## config.mk

```make
export PLATFORM = sky130hd
export DESIGN_NAME = bcntm_dist
export DESIGN_NICKNAME = d
export VERILOG_FILES = /design/src/bcntm_pkg.sv /design/src/bcntm_dist.sv
export SDC_FILE = /design/constraint.sdc
export NUM_CORES = 2
export LEC_CHECK = 0
export ABC_AREA = 1
export BUFFER_PORTS_ARGS = -buffer_cell sky130_fd_sc_hd__buf_2
export CAP_MARGIN = 10
export CORE_MARGIN = 2
export CORE_UTILIZATION = 65
export DETAILED_ROUTE_END_ITERATION = 12
export HOLD_SLACK_MARGIN = 0.12
export PLACE_DENSITY = 0.83
export SYNTH_ARGS = -nofsm -noshare
export SYNTH_HDL_FRONTEND = slang
export SYNTH_SLANG_ARGS = --single-unit
```

## constraint.sdc

```tcl
create_clock -name clk -period 13 [get_ports clk]
set_input_delay 3.25 -clock clk [delete_from_list [all_inputs] [get_ports clk]]
set_output_delay 3.25 -clock clk [all_outputs]
set_load 0.02 [all_outputs]
```

## src/bcntm_pkg.sv

```systemverilog
// ----------------------------------------------------------------------------
// bcntm_pkg
// Shared widths, codes, state type and pipeline result type of the tile matcher.
// ----------------------------------------------------------------------------
package bcntm_pkg;

    localparam int CH_W       = 12;
    localparam int PAL_W      = 3 * CH_W;
    localparam int PIX_W      = 8;
    localparam int SUM_W      = 20;
    localparam int CNT_W      = 13;
    localparam int TILE_W     = 9;
    localparam int DOUT_W     = 26;
    localparam int DIST_W     = 32;
    localparam int REQ_W      = 2;
    localparam int IDX_W      = 9;
    localparam int CFG_IDX_W  = 2;
    localparam int CFG_DATA_W = 10;
    localparam int BS_W       = 7;
    localparam int EIU_W      = 10;

    localparam logic [REQ_W-1:0] REQ_LOAD  = 2'd0;
    localparam logic [REQ_W-1:0] REQ_PIXEL = 2'd1;
    localparam logic [REQ_W-1:0] REQ_CLEAR = 2'd2;

    localparam logic [CFG_IDX_W-1:0] CFG_BLOCK_SIZE   = 2'd0;
    localparam logic [CFG_IDX_W-1:0] CFG_ENTRIES      = 2'd1;
    localparam logic [CFG_IDX_W-1:0] CFG_ALLOW_REPEAT = 2'd2;

    localparam logic [BS_W-1:0]  BLOCK_SIZE_RST   = 7'd8;
    localparam logic [EIU_W-1:0] ENTRIES_RST      = 10'd300;
    localparam logic             ALLOW_REPEAT_RST = 1'b0;

    typedef enum logic [2:0] {
        ST_CLEAR,
        ST_IDLE,
        ST_DIV,
        ST_SCAN,
        ST_DRAIN,
        ST_RESULT
    } state_t;

    typedef struct packed {
        logic              valid;
        logic              skip;
        logic [DIST_W-1:0] dsq;
    } dist_res_t;

endpackage

```

## src/bcntm_dist.sv

```systemverilog
// ----------------------------------------------------------------------------
// bcntm_dist
// Distance pipe: channel differences, squares, sum. One entry per cycle.
// ----------------------------------------------------------------------------
module bcntm_dist #(
    parameter int AW    = 9,
    parameter int AVG_W = 25
) (
    input  logic                        clk,
    input  logic                        rst_n,
    input  logic                        issue,
    input  logic [AW-1:0]               issue_idx,
    input  logic                        allow_repeat,
    input  logic [bcntm_pkg::PAL_W-1:0] pal_data,
    input  logic                        used_bit,
    input  logic [AVG_W-1:0]            avg_r,
    input  logic [AVG_W-1:0]            avg_g,
    input  logic [AVG_W-1:0]            avg_b,
    output bcntm_pkg::dist_res_t        res,
    output logic [AW-1:0]               res_idx,
    output logic                        busy
);

    localparam int CH_W   = bcntm_pkg::CH_W;
    localparam int PAL_W  = bcntm_pkg::PAL_W;
    localparam int DIST_W = bcntm_pkg::DIST_W;
    localparam int PROD_W = 2 * AVG_W;

    logic [AVG_W-1:0]  avg   [3];
    logic [CH_W-1:0]   ch    [3];
    logic [AVG_W-1:0]  ch_x  [3];
    logic [AVG_W-1:0]  diff  [3];
    logic [PROD_W-1:0] prod  [3];
    logic [DIST_W-1:0] sum_w;

    logic              s0_valid_reg;
    logic [AW-1:0]     s0_idx_reg;
    logic              s1_valid_reg;
    logic              s1_skip_reg;
    logic [AW-1:0]     s1_idx_reg;
    logic [AVG_W-1:0]  s1_d_reg [3];
    logic              s2_valid_reg;
    logic              s2_skip_reg;
    logic [AW-1:0]     s2_idx_reg;
    logic [DIST_W-1:0] s2_sq_reg [3];
    logic              s3_valid_reg;
    logic              s3_skip_reg;
    logic [AW-1:0]     s3_idx_reg;
    logic [DIST_W-1:0] s3_dist_reg;

    assign avg[0] = avg_r;
    assign avg[1] = avg_g;
    assign avg[2] = avg_b;

    always_comb
    begin
        for (int k = 0; k < 3; k++)
        begin
            ch[k]   = pal_data[PAL_W-1-CH_W*k -: CH_W];
            ch_x[k] = AVG_W'(ch[k]);
            diff[k] = (ch_x[k] > avg[k]) ? ch_x[k] - avg[k] : avg[k] - ch_x[k];
            prod[k] = s1_d_reg[k] * s1_d_reg[k];
        end
        sum_w = s2_sq_reg[0] + s2_sq_reg[1] + s2_sq_reg[2];
    end

    always_ff @(posedge clk or negedge rst_n)
    begin
        if (!rst_n)
        begin
            s0_valid_reg <= 1'b0;
            s1_valid_reg <= 1'b0;
            s2_valid_reg <= 1'b0;
            s3_valid_reg <= 1'b0;
        end
        else
        begin
            s0_valid_reg <= issue;
            s1_valid_reg <= s0_valid_reg;
            s2_valid_reg <= s1_valid_reg;
            s3_valid_reg <= s2_valid_reg;
        end
    end

    always_ff @(posedge clk)
    begin
        s0_idx_reg  <= issue_idx;
        s1_idx_reg  <= s0_idx_reg;
        s1_skip_reg <= !allow_repeat && used_bit;
        s2_idx_reg  <= s1_idx_reg;
        s2_skip_reg <= s1_skip_reg;
        s3_idx_reg  <= s2_idx_reg;
        s3_skip_reg <= s2_skip_reg;
        s3_dist_reg <= sum_w;
        for (int k = 0; k < 3; k++)
        begin
            s1_d_reg[k]  <= diff[k];
            s2_sq_reg[k] <= prod[k][DIST_W-1:0];
        end
    end

    assign res     = '{valid: s3_valid_reg, skip: s3_skip_reg, dsq: s3_dist_reg};
    assign res_idx = s3_idx_reg;
    assign busy    = s0_valid_reg || s1_valid_reg || s2_valid_reg || s3_valid_reg;

endmodule

```

### Word-level counts from Yosys, hierarchy flattened

Memory sizes are Yosys's and may differ from the RTL's.
Index checks and enable logic that the tools add are counted.

| word-level totals | value |
|---|---|
| bits in registers | 75 |
| output and inout bits | 44 |
| bits in writable memories | 171 |
| bits of input ports | 125 |
| memories kept | 2 |
| latch bits | 0 |
| ROM bits | 0 |

| operators by class | value |
|---|---|
| div/mod/pow operators | 0 |
| shift operators | 0 |
| add/sub/neg operators | 8 |
| $mul | 3 |
| bitwise operators | 0 |
| multiplexer cells | 3 |
| reduce and logical (&&, ||, !) cells | 5 |
| $lt $le $gt $ge | 3 |
| equality and inequality tests | 0 |

Memories:

| name | depth | bits a word | read ports | clocked after memory_dff | write ports | RTL line | text |
|---|---|---|---|---|---|---|---|
| s2_sq_reg | 3 | 32 | 3 | 0 | 3 | bcntm_dist.sv:45 | `logic [DIST_W-1:0] s2_sq_reg [3];` |
| s1_d_reg | 3 | 25 | 3 | 0 | 3 | bcntm_dist.sv:41 | `logic [AVG_W-1:0] s1_d_reg [3];` |

Operators by type and width:

| cell | count |
|---|---|
| $mul A25 B25 Y32 | 3 |
| $gt A12 B25 Y1 | 3 |
| $mux W25 | 3 |
| $sub A12 B25 Y25 | 3 |
| $sub A25 B12 Y25 | 3 |
| $add A32 B32 Y32 | 2 |
| $logic_or A1 B1 Y1 | 3 |
| $logic_and A1 B1 Y1 | 1 |
| $logic_not A1 Y1 | 1 |

### Longest topological paths before layout

| depth | value |
|---|---|
| depth in word-level cells | 3 |
| mapped depth | 29 |
| depth with buffers taken out | 27 |

### Worst setup path before layout

OpenSTA, ideal clock, no wires.

| timing path | value |
|---|---|
| kind | reg-to-reg |
| start | mem s1_d_reg[2][11], in the netlist s1_d_reg[0][61] |
| end | mem s2_sq_reg[2][29], in the netlist s2_sq_reg[0][93] |
| path slack | 6840 ps |
| setup time | 123 ps |
| data arrival time | 6036 ps |
| cell stages (with the launch flop) | 24 |
| path buffers | 2 |
| period minus slack after synthesis | 6160 ps |
| data required time | 12877 ps |
| path through | dfxtp_1 > clkbuf_1 > buf_1 > nand2_1 > fa_1 > fa_1 > fa_1 > fa_1 > fa_1 > inv_1 > fa_1 > inv_1 > fa_1 > inv_1 > ha_1 > nand2_1 > inv_1 > nand2_1 > nor3_1 > nand4_1 > nand3_1 > a21o_1 > a21oi_1 > xor2_1 |

RTL lines:

| item | RTL line |
|---|---|
| start: declaration | bcntm_dist.sv:41 |
| end: declaration | bcntm_dist.sv:45 |

==> flow_summary.json <==
{
  "cts-resized-gates": 0,
  "drt-pass1-iter-count": 6,
  "clkTransAtPathRegs_ns": 0.06,
  "ios": 169,
  "htreeDepth": 1,
  "cp_data_required_time_ns": 13.50,
  "overflow": 0,
  "vias": 41300,
  "via_per_inst": 5.34,
  "final_hold_viol_count": 0,
  "grt_pass1_vias": 44900,
  "synth-compound-area-share_pct": 5.62,
  "drtIter0Drc": 3126,
  "worst_setup_path_start_kind": "flop",
  "cts_buffers": 28,
  "dr_wl_met3_um": 10400,
  "maxCapViolations": 0,
  "postRouteAntennaNets": 0,
  "n_fill_cell": 6444,
  "wl_um": 129000,
  "m1WireLength_um": 51200,
  "cts_root_buffer": "clkbuf_16",
  "cp-end-kind": "flop",
  "synth_fa_ha_area_share_pct": 50.2,
  "slew_headroom_pct": 8.04,
  "synth_cells": 6605,
  "routed.top_layer": "met4",
  "fin_hold_ws_ns": 0.325,
  "fin_ws_ns": 5.83,
  "fin_setup_tns_ns": 0,
  "grt_max_degree": 27,
  "syn_area_per_cell_um2": 7.99,
  "finalSetupViolCount": 0,
  "synth_edf_count": 0,
  "async_reset_ff_share_pct": 1.65,
  "seq_area_um2": 4880,
  "cts_setup_buffers": 0,
  "wl_met2_um": 61800,
  "cts_tree": "done",
  "yosysUniqueCellTypes": 62,
  "muxShareOfSynthArea_pct": 0.0380,
  "cts.sinks": 243,
  "core_um2": 80400,
  "start_util_pct": 65.6,
  "syn_area_um2": 52700,
  "numPortBuffers": 168,
  "drc": 0,
  "die_w_um": 289,
  "rsz0062_at_grt": "false",
  "wl_per_cell_um": 16.7,
  "slew_viol_final": 0,
  "ys_dominant_reg_cell": "dfxtp_1",
  "worstPathMaxFanout": 25,
  "drive_gt1_share_pct": 4.77,
  "rrSetupSlack_ns": 5.83,
  "status": "finished, final reports clean",
  "layout.nets": 8257,
  "multi_input_area_um2": 39100,
  "ys_ff_latch": 243,
  "worst_pin_slew_ns": 1.38,
  "fin_crit_ns": 7.17,
  "finalClockSkew_ns": 0.0177,
  "finalCritPeriodShare_pct": 55.1,
  "dieArea_um2": 83400,
  "synth-simple-area-share_pct": 14.0,
  "largest_reg_flops": 93,
  "antenna_cells": 0,
  "synth_warnings": 0,
  "post-place-ws_ns": 6.02,
  "path_class": "reg2reg",
  "postCtsHoldBufs": 0,
  "antenna_found_initial": 0,
  "insertion_delay_ns": 0.62,
  "grt_pass1_wl_um": 217000,
  "hold_path_class": "reg2reg",
  "place_congestion": 0.969,
  "die_height_um": 289,
  "row_count": 104,
  "synth-xor-area-share_pct": 4.32,
  "clockBufferDepth": 3,
  "max_freq_mhz": 140,
  "place_hpwl_um": 107000,
  "synth_top_family_by_area": "adder cells",
  "cp_data_arrival_time_ns": 7.67,
  "areaGrowthSynthToFinish_pct": 4.69,
  "seq_area_frac_synth_pct": 9.26,
  "grt_usage_pct": 32.5
}
-- cell usage after synthesis (3+ instances only) --
cell type / count / area [µm²]
a211oi_1: 4 / 30.0
a21boi_2: 3 / 33.8
a21o_1: 37 / 278
a21oi_1: 189 / 946
a21oi_2: 16 / 140
a221oi_1: 6 / 52.6
a31oi_1: 18 / 113
buf_1: 12 / 45.0
buf_2: 27 / 135
buf_4: 10 / 75.1
buf_6: 4 / 45.0
clkbuf_1: 110 / 413
clkbuf_2: 13 / 65.1
dfrtp_1: 4 / 100
dfxtp_1: 239 / 4780
fa_1: 1050 / 21000
ha_1: 435 / 5440
inv_1: 2103 / 7890
inv_2: 5 / 18.8
nand2_1: 1333 / 5000
nand2_2: 6 / 37.5
nand3_1: 119 / 596
nand3b_1: 18 / 135
nand4_1: 34 / 213
nor2_1: 240 / 901
nor2_2: 7 / 43.8
nor3_1: 41 / 205
nor3_2: 6 / 60.1
nor4_1: 9 / 56.3
o211ai_1: 18 / 135
o21a_1: 10 / 75.1
o21ai_0: 101 / 505
o21ai_1: 29 / 145
o21ai_2: 13 / 114
o21bai_1: 23 / 173
o21bai_2: 4 / 45.0
o221ai_1: 3 / 26.3
o22ai_1: 3 / 18.8
o31ai_1: 3 / 22.5
or2_2: 14 / 87.6
xnor2_1: 81 / 709
xor2_1: 179 / 1570
-- worst paths after layout --
kind / start / to / cells past startpoint
max: s1_d_reg[0][28] / s2_sq_reg[0][62] / 20
min: s2_idx_reg[7] / res_idx[7] / 0
max reg2reg: s1_d_reg[0][28] / s2_sq_reg[0][62] / 20
min reg2reg: s2_idx_reg[7] / res_idx[7] / 0
max in group asynchronous: rst_n / s1_valid_reg / 1
min in group asynchronous: rst_n / s2_valid_reg / 1
-- through the flow --
| step | area [µm²] | instances | util, % |
|---|---|---|---|
| after global routing | 55200 | 7727 | 68.7 |
| after detailed placement | 54300 | 7677 | 67.5 |
| after floorplan | 52800 | 6607 | - |
| after CTS | 55200 | 7727 | 68.7 |
| final | 55200 | 7727 | 68.7 |
| after global placement | 54300 | 7677 | 67.5 |
-- critical path, stage by stage (launching register included) --
cell	delay, ns
dfxtp_1	1.24
nand2_1	0.34
fa_1	0.60
fa_1	0.54
fa_1	0.55
inv_1	0.05
fa_1	0.50
fa_1	0.51
fa_1	0.49
inv_1	0.05
fa_1	0.49
inv_1	0.05
ha_1	0.36
a21oi_1	0.22
inv_1	0.07
a31oi_1	0.23
o21ai_0	0.20
a221oi_1	0.35
nand2_1	0.10
nand2_1	0.07
nand2_1	0.05
-- cell families (layout without fill, tap and decap cells) --
| family | Yosys count | in the layout |
|---|---|---|
| flops | 243 | 243 |
| compound gates | 492 | 492 |
| mux | 2 | 2 |
| buf+inv | 2288 | 2348 |
| simple gates | 1834 | 1834 |
| other cells | 1 | 3 |
| xor+xnor | 260 | 260 |
| fa+ha+maj | 1485 | 1485 |
-- area by class of cell --
| class | count | share of cell area [%] |
|---|---|---|
| Timing Repair Buffer | 187 | 1.78 |
| Tap cell | 1060 | 2.40 |
| Clock inverter | 16 | 0.354 |
| Clock buffer | 34 | 1.36 |
| Inverter | 2111 | 14.4 |
| Multi-Input combinational cell | 4076 | 70.9 |
| Sequential cell | 243 | 8.85 |
-- per-layer routing --
layer / vias up / global-route usage [%]
met2: 1787 / 55.2
met3: 418 / 4.72
li1: 19000 / -
met4: 0 / 12.6
met5: - / 0
met1: 20100 / 42.2
-- cells in the final DEF (no fill, tap or decap), types with 13 or more instances in the layout --
master and instances:
a21oi_1 189, o21ai_0 101, buf_2 168, nand4_1 34
nor3_1 41, buf_4 19, a21o_1 37, o21bai_1 23
xnor2_1 81, xor2_1 179, ha_1 435, o211ai_1 18
inv_1 2103, o21ai_2 13, nand2_1 1333, or2_2 14
dfxtp_1 239, nand3_1 119, fa_1 1050, a31oi_1 18
nand3b_1 18, a21oi_2 16, clkbuf_16 28, nor2_1 240
o21ai_1 29
Power is not shown: default switching activity piles up to over one toggle a cycle in this logic, so the estimate is an artifact.
