`config.mk`:
```
export PLATFORM = sky130hd
export DESIGN_NAME = bcntm_div
export DESIGN_NICKNAME = d
export VERILOG_FILES = /design/src/bcntm_div.sv
export SDC_FILE = /design/constraint.sdc
export NUM_CORES = 1
export LEC_CHECK = 0
export BUFFER_PORTS_ARGS = -buffer_cell sky130_fd_sc_hd__buf_4
export CAP_MARGIN = 20
export CORE_MARGIN = 5
export CORE_UTILIZATION = 35
export DETAILED_ROUTE_END_ITERATION = 8
export MAX_ROUTING_LAYER = met4
export SYNTH_ARGS = -nofsm -noshare
export SYNTH_HDL_FRONTEND = slang
export SYNTH_SLANG_ARGS = --single-unit
```
`constraint.sdc`:
```
create_clock -name clk -period 8 [get_ports clk]
set_input_delay 1.6 -clock clk [delete_from_list [all_inputs] [get_ports clk]]
set_output_delay 1.6 -clock clk [all_outputs]
set_load 0.05 [all_outputs]
```
`src/bcntm_div.sv`:
```
// ----------------------------------------------------------------------------
// bcntm_div
// Three-lane restoring divider, one quotient bit per lane per cycle.
// ----------------------------------------------------------------------------
module bcntm_div #(
    parameter int NUM_W = 25,
    parameter int DEN_W = 14
) (
    input  logic             clk,
    input  logic             rst_n,
    input  logic             start,
    input  logic [NUM_W-1:0] num_r,
    input  logic [NUM_W-1:0] num_g,
    input  logic [NUM_W-1:0] num_b,
    input  logic [DEN_W-1:0] den,
    output logic             done,
    output logic [NUM_W-1:0] quot_r,
    output logic [NUM_W-1:0] quot_g,
    output logic [NUM_W-1:0] quot_b
);

    localparam int CW = $clog2(NUM_W + 1);

    logic [NUM_W-1:0] quo_reg  [3];
    logic [NUM_W-1:0] quo_next [3];
    logic [DEN_W-1:0] rem_reg  [3];
    logic [DEN_W-1:0] rem_next [3];
    logic [DEN_W:0]   trial    [3];
    logic [DEN_W-1:0] den_reg;
    logic [CW-1:0]    cnt_reg;
    logic             done_reg;

    always_comb
    begin
        for (int k = 0; k < 3; k++)
        begin
            trial[k] = {rem_reg[k], quo_reg[k][NUM_W-1]};
            if (trial[k] >= {1'b0, den_reg})
            begin
                rem_next[k] = DEN_W'(trial[k] - {1'b0, den_reg});
                quo_next[k] = {quo_reg[k][NUM_W-2:0], 1'b1};
            end
            else
            begin
                rem_next[k] = trial[k][DEN_W-1:0];
                quo_next[k] = {quo_reg[k][NUM_W-2:0], 1'b0};
            end
        end
    end

    always_ff @(posedge clk or negedge rst_n)
    begin
        if (!rst_n)
        begin
            cnt_reg  <= '0;
            done_reg <= 1'b0;
        end
        else if (start)
        begin
            cnt_reg  <= CW'(NUM_W);
            done_reg <= 1'b0;
        end
        else
        begin
            done_reg <= (cnt_reg == CW'(1));
            if (cnt_reg != '0)
            begin
                cnt_reg <= cnt_reg - 1'b1;
            end
        end
    end

    always_ff @(posedge clk)
    begin
        if (start)
        begin
            quo_reg[0] <= num_r;
            quo_reg[1] <= num_g;
            quo_reg[2] <= num_b;
            for (int k = 0; k < 3; k++)
            begin
                rem_reg[k] <= '0;
            end
            den_reg <= den;
        end
        else if (cnt_reg != '0)
        begin
            for (int k = 0; k < 3; k++)
            begin
                quo_reg[k] <= quo_next[k];
                rem_reg[k] <= rem_next[k];
            end
        end
    end

    assign done   = done_reg;
    assign quot_r = quo_reg[0];
    assign quot_g = quo_reg[1];
    assign quot_b = quo_reg[2];

endmodule

```
# --- After elaboration in Yosys (flattened, before gate mapping) ---
# Memories as Yosys holds them, arrays and structs flattened.
# Index checks and enable logic that the tools add are counted.
totals:
  memories: 2
  mem_bits_rw: 117
  output_inout_bits: 76
  reg_bits: 20
memory_table:
  columns: ["name", "depth", "word_bits", "read_ports", "rd_clocked_by_memory_dff", "write_ports", "line", "text"]
  rows:
  - ["quo_reg", 3, 25, 3, 0, 3, "24", "logic [NUM_W-1:0] quo_reg [3];"]
  - ["rem_reg", 3, 14, 3, 0, 3, "26", "logic [DEN_W-1:0] rem_reg [3];"]
op_classes:
  order_cmp: 3
  add_sub_neg: 4
  bitwise: 6
  eq_ne: 1
  reduce_logical: 2
  mux: 20
op_table:
  columns: ["op", "count"]
  rows:
  - ["two-way mux 14 bit", 6]
  - ["two-way mux 25 bit", 3]
  - ["greater-or-equal comparator 15 x 14 -> 1 bit", 3]
  - ["subtractor 14 bit", 3]
  - ["two-way mux 5 bit", 2]
  - ["two-way mux 1 bit", 9]
  - ["bitwise OR 1 bit", 6]
  - ["equality test 5 x 1 -> 1 bit, second input constant", 1]
  - ["nonzero test 5 bit", 1]
  - ["subtractor 5 x 1 -> 5 bit, second input constant", 1]
  - ["nonzero test 2 bit", 1]

# --- Longest topological paths before layout ---
# Gate-level depths: netlist of the first run.
logic_depth:
  word_depth: 5
  mapped_depth: 11

# --- Least setup slack after synthesis of the first run ---
# Ideal clock, no wire load.
synth_path:
  kind: "in2reg"
  from: "input port start"
  to: "register cnt_reg[0]"
  slack_ns: 3.286
  arrival_ns: 4.630
  stages: 2
  setup_ns: 0.084
  t_required_ns: 7.916
  path_cell_list: "or3_1 mux2_2"
synth_via:
  elab_chain_len: 1
  word_cells_on_any_way: 2
  cone_classes: "mux: 1; reduce/logical: 1"
synth_rtl:
  columns: ["item", "line", "text"]
  rows:
  - ["start: declaration", "11", "input logic start,"]
  - ["two-way mux 5 bit / nonzero test 2 bit (equally long branches)", null, null]
  - ["end signal: assignment", "60", "cnt_reg <= CW'(NUM_W);"]
  - ["end signal: assignment", "68", "cnt_reg <= cnt_reg - 1'b1;"]
  - ["end: declaration", "30", "logic [CW-1:0] cnt_reg;"]
# Parallel ways exist; a longest one is shown, timed or not.
# A chain may end at the register's enable or synchronous reset.

==> results of run 1 <==
[stage by stage]
| step | power (µW) | hold WS, ns | setup WS [ns] |
|---|---|---|---|
| 5_1_grt | 2150 | 0.5578 | 4.279 |
| 3_5_place_dp | 1298 | 0.5109 | 4.154 |
| 4_1_cts | 2080 | 0.5235 | 4.551 |
| 3_3_place_gp | 1296 | 0.4999 | 4.182 |
| 2_1_floorplan | 1153 | 0.4742 | 3.286 |
| 6_report | 2059 | 0.5221 | 4.619 |
[report_power, final]
group	switching, µW	leakage, µW	total, µW	internal (µW)
sequential	32.9	0.00155	870	837
combinational	265	0.00281	412	147
clock	362	0.000276	777	415
total	660	0.00463	2060	1400
[routing by layer]
| metal | GRT usage (%) | vias up | share of wire [%] |
|---|---|---|---|
| li1 | - | 3145 | - |
| met1 | 22.06 | 2909 | 46 |
| met2 | 24.25 | 200 | 44 |
| met3 | 6.184 | 19 | 8.9 |
| met4 | 4.380 | 0 | 1.5 |
| met5 | - | - | 0 |
[cell families after synthesis]
| group | Yosys count |
|---|---|
| simple gates | 370 |
| flops | 137 |
| compound gates | 131 |
| buf+inv | 56 |
| fa+ha+maj | 48 |
| mux | 30 |
| xor+xnor | 25 |
[final timing paths]
path                                                 to  slack [ns]  cells past startpoint
min in group asynchronous                done$_DFF_PN0_        0.98                      1
max in group asynchronous        cnt_reg[1]$_DFFE_PN0P_        6.91                      1
max                            quo_reg[0][12]$_DFFE_PP_        4.62                      3
min                              cnt_reg[4]$_DFFE_PN0P_        0.52                      1
min reg2reg                      cnt_reg[4]$_DFFE_PN0P_        0.52                      1
max reg2reg                rem_reg[0][38]$_SDFFCE_PN0P_        4.65                      9
[layout make-up]
cell class / count / area [µm²]
clock inverters: 15 / 143.9
repair buffers: 172 / 1299
clock buffers: 17 / 425.4
multi-input cells: 604 / 3645
fillers: 2127 / 12450
flip-flops and latches: 137 / 4084
well taps: 285 / 356.6
inverters: 27 / 101.3
[worst register-to-register path, stage by stage (launching register included)]
cell	delay [ns]
edfxtp_1	0.52
inv_1	0.16
ha_1	0.32
nor2b_1	0.17
o31ai_1	0.11
a21oi_1	0.32
a32oi_1	0.16
a22oi_2	0.94
o21ai_0	0.26
a21oi_1	0.23
[cell usage in the layout (no fill, tap or decap), types with 5 or more instances in the layout]
cell type,instances
nor3_1,7
nand2b_1,7
a21o_1,10
inv_8,5
a21oi_1,26
nand3b_1,8
buf_4,171
o21ai_0,28
mux2i_1,29
inv_1,27
nor2b_1,9
xnor2_1,16
dfrtp_1,6
o211ai_1,5
a211oi_1,8
nor2_1,59
inv_6,6
clkbuf_16,17
nand2_1,247
edfxtp_1,131
xor2_1,9
nand3_1,7
ha_1,45
a31oi_1,6
o21a_1,15
==> metrics.csv, run 1 <==
metric,value,unit
"Cell Chain, Critical Path",buf_4 -> or3_4 -> buf_4,
dpl cell area,9470,µm²
Startpoint Class,primary input,
Max-cap violations,0,
clk_skew,0.01740,ns
synthesized instance count,797,
endpoints failing setup,0,
Core ar.,22500,µm²
Synth cell types,62,
syn nets,937,
critical path launch point,start,
Post-synth EDFFs,131,
Adder-Cell Fraction of Synth Area,7.845,%
CTS tree,yes,
Worst-path clk slew,0.06,ns
fin crit period,3.381,ns
Routed Antenna Nets,0,
Synth Area in XOR/XNOR,2.757,%
Setup TNS,0,ns
Final Util,44.68,%
largest net degree at the start of global routing,78,
Clock H-tree levels,4,
hpwl dp,15080,µm
clock latency on the worst-skew pair,0.43,ns
vias per inst,4.990,
initial antenna violation count,0,
CP max stage delay,0.81,ns
cell taking the most area after synthesis,edfxtp_1,
I/O pin total,168,
placed insts,1224,
Yosys reg bits,137,
DR pass1 iterations,5,
synthesized area,7943,µm²
cts bufs inserted,17,
gr ovfl total,0,
"most used cell, CP",buf_4,
initial DRC count,380,
Hold Path Class,reg -> reg,
Worst Setup End Kind,flop,
max reg flops,75,
mux cell area share after synthesis,3.796,%
vias,6273,
Synth Area in Simple Gates,19.85,%
CTS max path bufs,2,
pwr dens,204.8,nW/µm²
first-pass GRT wire length,33250,µm
most instantiated cells after synthesis,"nand2_1 (247), edfxtp_1 (131), nor2_1 (60), ha_1 (45), mux2i_1 (29)",
DR WL/cell,16.76,µm
GR Util All Layers,16.68,%
"Data required, critical path",8.04,ns
max-slew violation count,0,
Yosys top cell area share,49.53,%
nets,1099,
post-synthesis compound-gate area fraction,11.39,%
peak supply drop,0.0001301,V
die area,25810,µm²
Syn. warnings,0,
Worst Min Path Start,cnt_reg[4]$_DFFE_PN0P_,
"count leader, synth",nand2_1,
post-CTS setup buffers,0,
post-cts sizing count,0,
IO buf count,167,
Initial Utilization,35.30,%
crit path DAT,3.42,ns
clk sinks,137,
RSZ-0062 raised after global routing,no,
Post-synth ARST share,4.380,%
"Hold Violations, Final",0,
worst r2r src,den_reg[1]$_DFFE_PP_,
f_max,0.2958,GHz
Syn-to-layout area delta,26.59,%
chip width,160.6,µm
static leakage,0.004631,µW
Final Cycle Share,42.26,%
drt total wl,21070,µm
"Slowest-stage cell, CP",buf_4,
CP Max Fanout,72,
layout cells sized above 1,22.33,%
Worst Max-Slew Pin Slew,1.216,ns
synth top area cells,"edfxtp_1 (50%), nand2_1 (12%), ha_1 (7.1%)",
main combinational cell family by area after synthesis,simple AND/OR/NAND/NOR gates,
vias in the first global route,6141,
Die H,160.6,µm
"Seq/Total Area, Yosys",51.42,%
CTS Hold Bufs,0,
row count,55,
Rel. slew slack,18.90,%
Crit path max-delay family,buffers and inverters,
Final Non-Filler Cells,1257,
clk root buf,clkbuf_16,
ANT cells,0,
Synth Flop Type,edfxtp_1,
cell area after layout,10050,µm²
status,completed,
Crit Path Category,in -> reg,
Critical path buffers and inverters,2,
# DRC,0,
synthesized area per cell,9.966,µm²
gpl congestion,0.8078,
Note: power is estimated with default switching activity, not from simulation.
==> run 2: changes to the inputs <==
- clock period: 8 -> 2.9 ns (I/O delays scaled with it)
==> run 2 against run 1 <==
Global-route usage grew 0.58 points. Sequential power grew to 2.7 times the previous value. Setup slack lost 4.4 ns. First-iteration DRC count grew 1.6%. Sequential cell count is the same.
==> metrics.csv, run 2 (synthesis gave the netlist of run 1 again) <==
metric,value,unit
Max-cap violations,0,
crit path DAT,2.81,ns
max-slew violation count,0,
worst setup path end,rem_reg[0][8]$_SDFFCE_PN0P_,
Setup TNS,0,ns
vias per inst,5.002,
peak supply drop,0.0003193,V
r2r setup slk,0.24,ns
IO buf count,167,
CTS tree,yes,
CTS max path bufs,2,
largest net degree at the start of global routing,80,
Worst Max-Slew Pin Slew,0.7063,ns
vias,6357,
# DRC,0,
Initial Utilization,35.30,%
Final Util,45.47,%
Final Cycle Share,91.58,%
f_max,0.3765,GHz
dpl cell area,9613,µm²
R2R Path End,rem_reg[0][8]$_SDFFCE_PN0P_,
layout cells sized above 1,23.43,%
clk root buf,clkbuf_16,
Worst Setup End Kind,flop,
Hold Path Class,in -> reg,
DR pass1 iterations,5,
DR WL/cell,17.09,µm
hpwl dp,15740,µm
fillers,2090,
die area,25810,µm²
I/O pin total,168,
clk_skew,0.01812,ns
placed insts,1238,
RSZ-0062 raised after global routing,no,
Syn-to-layout area delta,28.83,%
worst r2r src,den_reg[1]$_DFFE_PP_,
status,completed,
initial antenna violation count,0,
CP Max Fanout,9,
initial DRC count,386,
first-pass GRT wire length,34160,µm
CTS Hold Bufs,1,
vias in the first global route,6394,
worst-case reg-to-reg path depth,10,
Rel. slew slack,52.91,%
row count,55,
Startpoint Class,flop,
drt total wl,21730,µm
Clock H-tree levels,4,
Final Non-Filler Cells,1271,
"Hold Violations, Final",0,
Design Power,5853,µW
Core ar.,22500,µm²
max reg flops,75,
ANT cells,0,
clk sinks,137,
gr ovfl total,0,
cts bufs inserted,17,
Die H,160.6,µm
gpl congestion,0.8511,
endpoints failing setup,0,
most frequent cells in the layout,"nand2_1 (247), buf_4 (182), edfxtp_1 (131)",
"Data required, critical path",3.06,ns
nets,1113,
Worst-path clk slew,0.07,ns
chip width,160.6,µm
Crit Path Category,reg -> reg,
GR Util All Layers,17.26,%
critical path launch point,den_reg[1]$_DFFE_PP_,
post-CTS setup buffers,0,
Routed Antenna Nets,0,
"commonest non-fill, non-tap cell in the layout",nand2_1,
fin crit period,2.656,ns
post-cts sizing count,0,
clock latency on the worst-skew pair,0.43,ns
pwr dens,572.0,nW/µm²
cell area after layout,10230,µm²
static leakage,0.004737,µW
==> run 2: worst min path at each step <==
stage / to / depth (start not counted) / slack (ns) / from
3_3_place_gp: done$_DFF_PN0_ / 1 / 0.40 / rst_n
4_1_cts: den_reg[0]$_DFFE_PP_ / 1 / 0.32 / den[0]
2_1_floorplan: cnt_reg[0]$_DFFE_PN0P_ / 0 / 0.28 / rst_n
6_report: den_reg[0]$_DFFE_PP_ / 1 / 0.33 / den[0]
3_5_place_dp: done$_DFF_PN0_ / 1 / 0.40 / rst_n
5_1_grt: den_reg[10]$_DFFE_PP_ / 1 / 0.32 / den[10]
==> run 2: routing by layer <==
| metal | vias up | global-route usage, % | share of wire (%) |
|---|---|---|---|
| met3 | 10 | 6.107 | 8.2 |
| met5 | - | - | 0 |
| li1 | 3179 | - | - |
| met4 | 0 | 3.872 | 0.83 |
| met2 | 197 | 25.88 | 45 |
| met1 | 2971 | 22.62 | 46 |
==> run 2: final cells by class <==
| type | instances | area (µm²) | area share [%] |
|---|---|---|---|
| Clock inverter | 15 | 183.9 | 1.798 |
| Timing Repair Buffer | 186 | 1436 | 14.04 |
| Sequential cell | 137 | 4084 | 39.91 |
| Multi-Input combinational cell | 604 | 3645 | 35.62 |
| Inverter | 27 | 101.3 | 0.9905 |
| Clock buffer | 17 | 425.4 | 4.158 |
| Tap cell | 285 | 356.6 | 3.485 |
==> run 2: power by group <==
part / internal (µW) / total (µW) / switching [µW]
sequential: 2310 / 2390 / 84.6
combinational: 416 / 1160 / 743
clock: 1310 / 2300 / 992
total: 4030 / 5850 / 1820
==> run 2: stage by stage <==
| stage | setup WS [ns] | hold slack (ns) |
|---|---|---|
| finish | 0.2442 | 0.3347 |
| global route | 0.07087 | 0.3156 |
| CTS | 0.2397 | 0.3162 |
| detailed placement | 0.2576 | 0.3961 |
| global placement | 0.3014 | 0.3965 |
| floorplan | 0.3340 | 0.2844 |
==> run 2: worst max-delay path, cell delays in order, from the launching register on <==
cell and delay [ns]:
edfxtp_1 0.39, inv_1 0.19, ha_1 0.27, nor2b_1 0.15, o31a_1 0.31, o21ai_1 0.20, a21oi_1 0.09, o31a_1 0.37
buf_4 0.21, mux2i_1 0.16, nor2_1 0.05
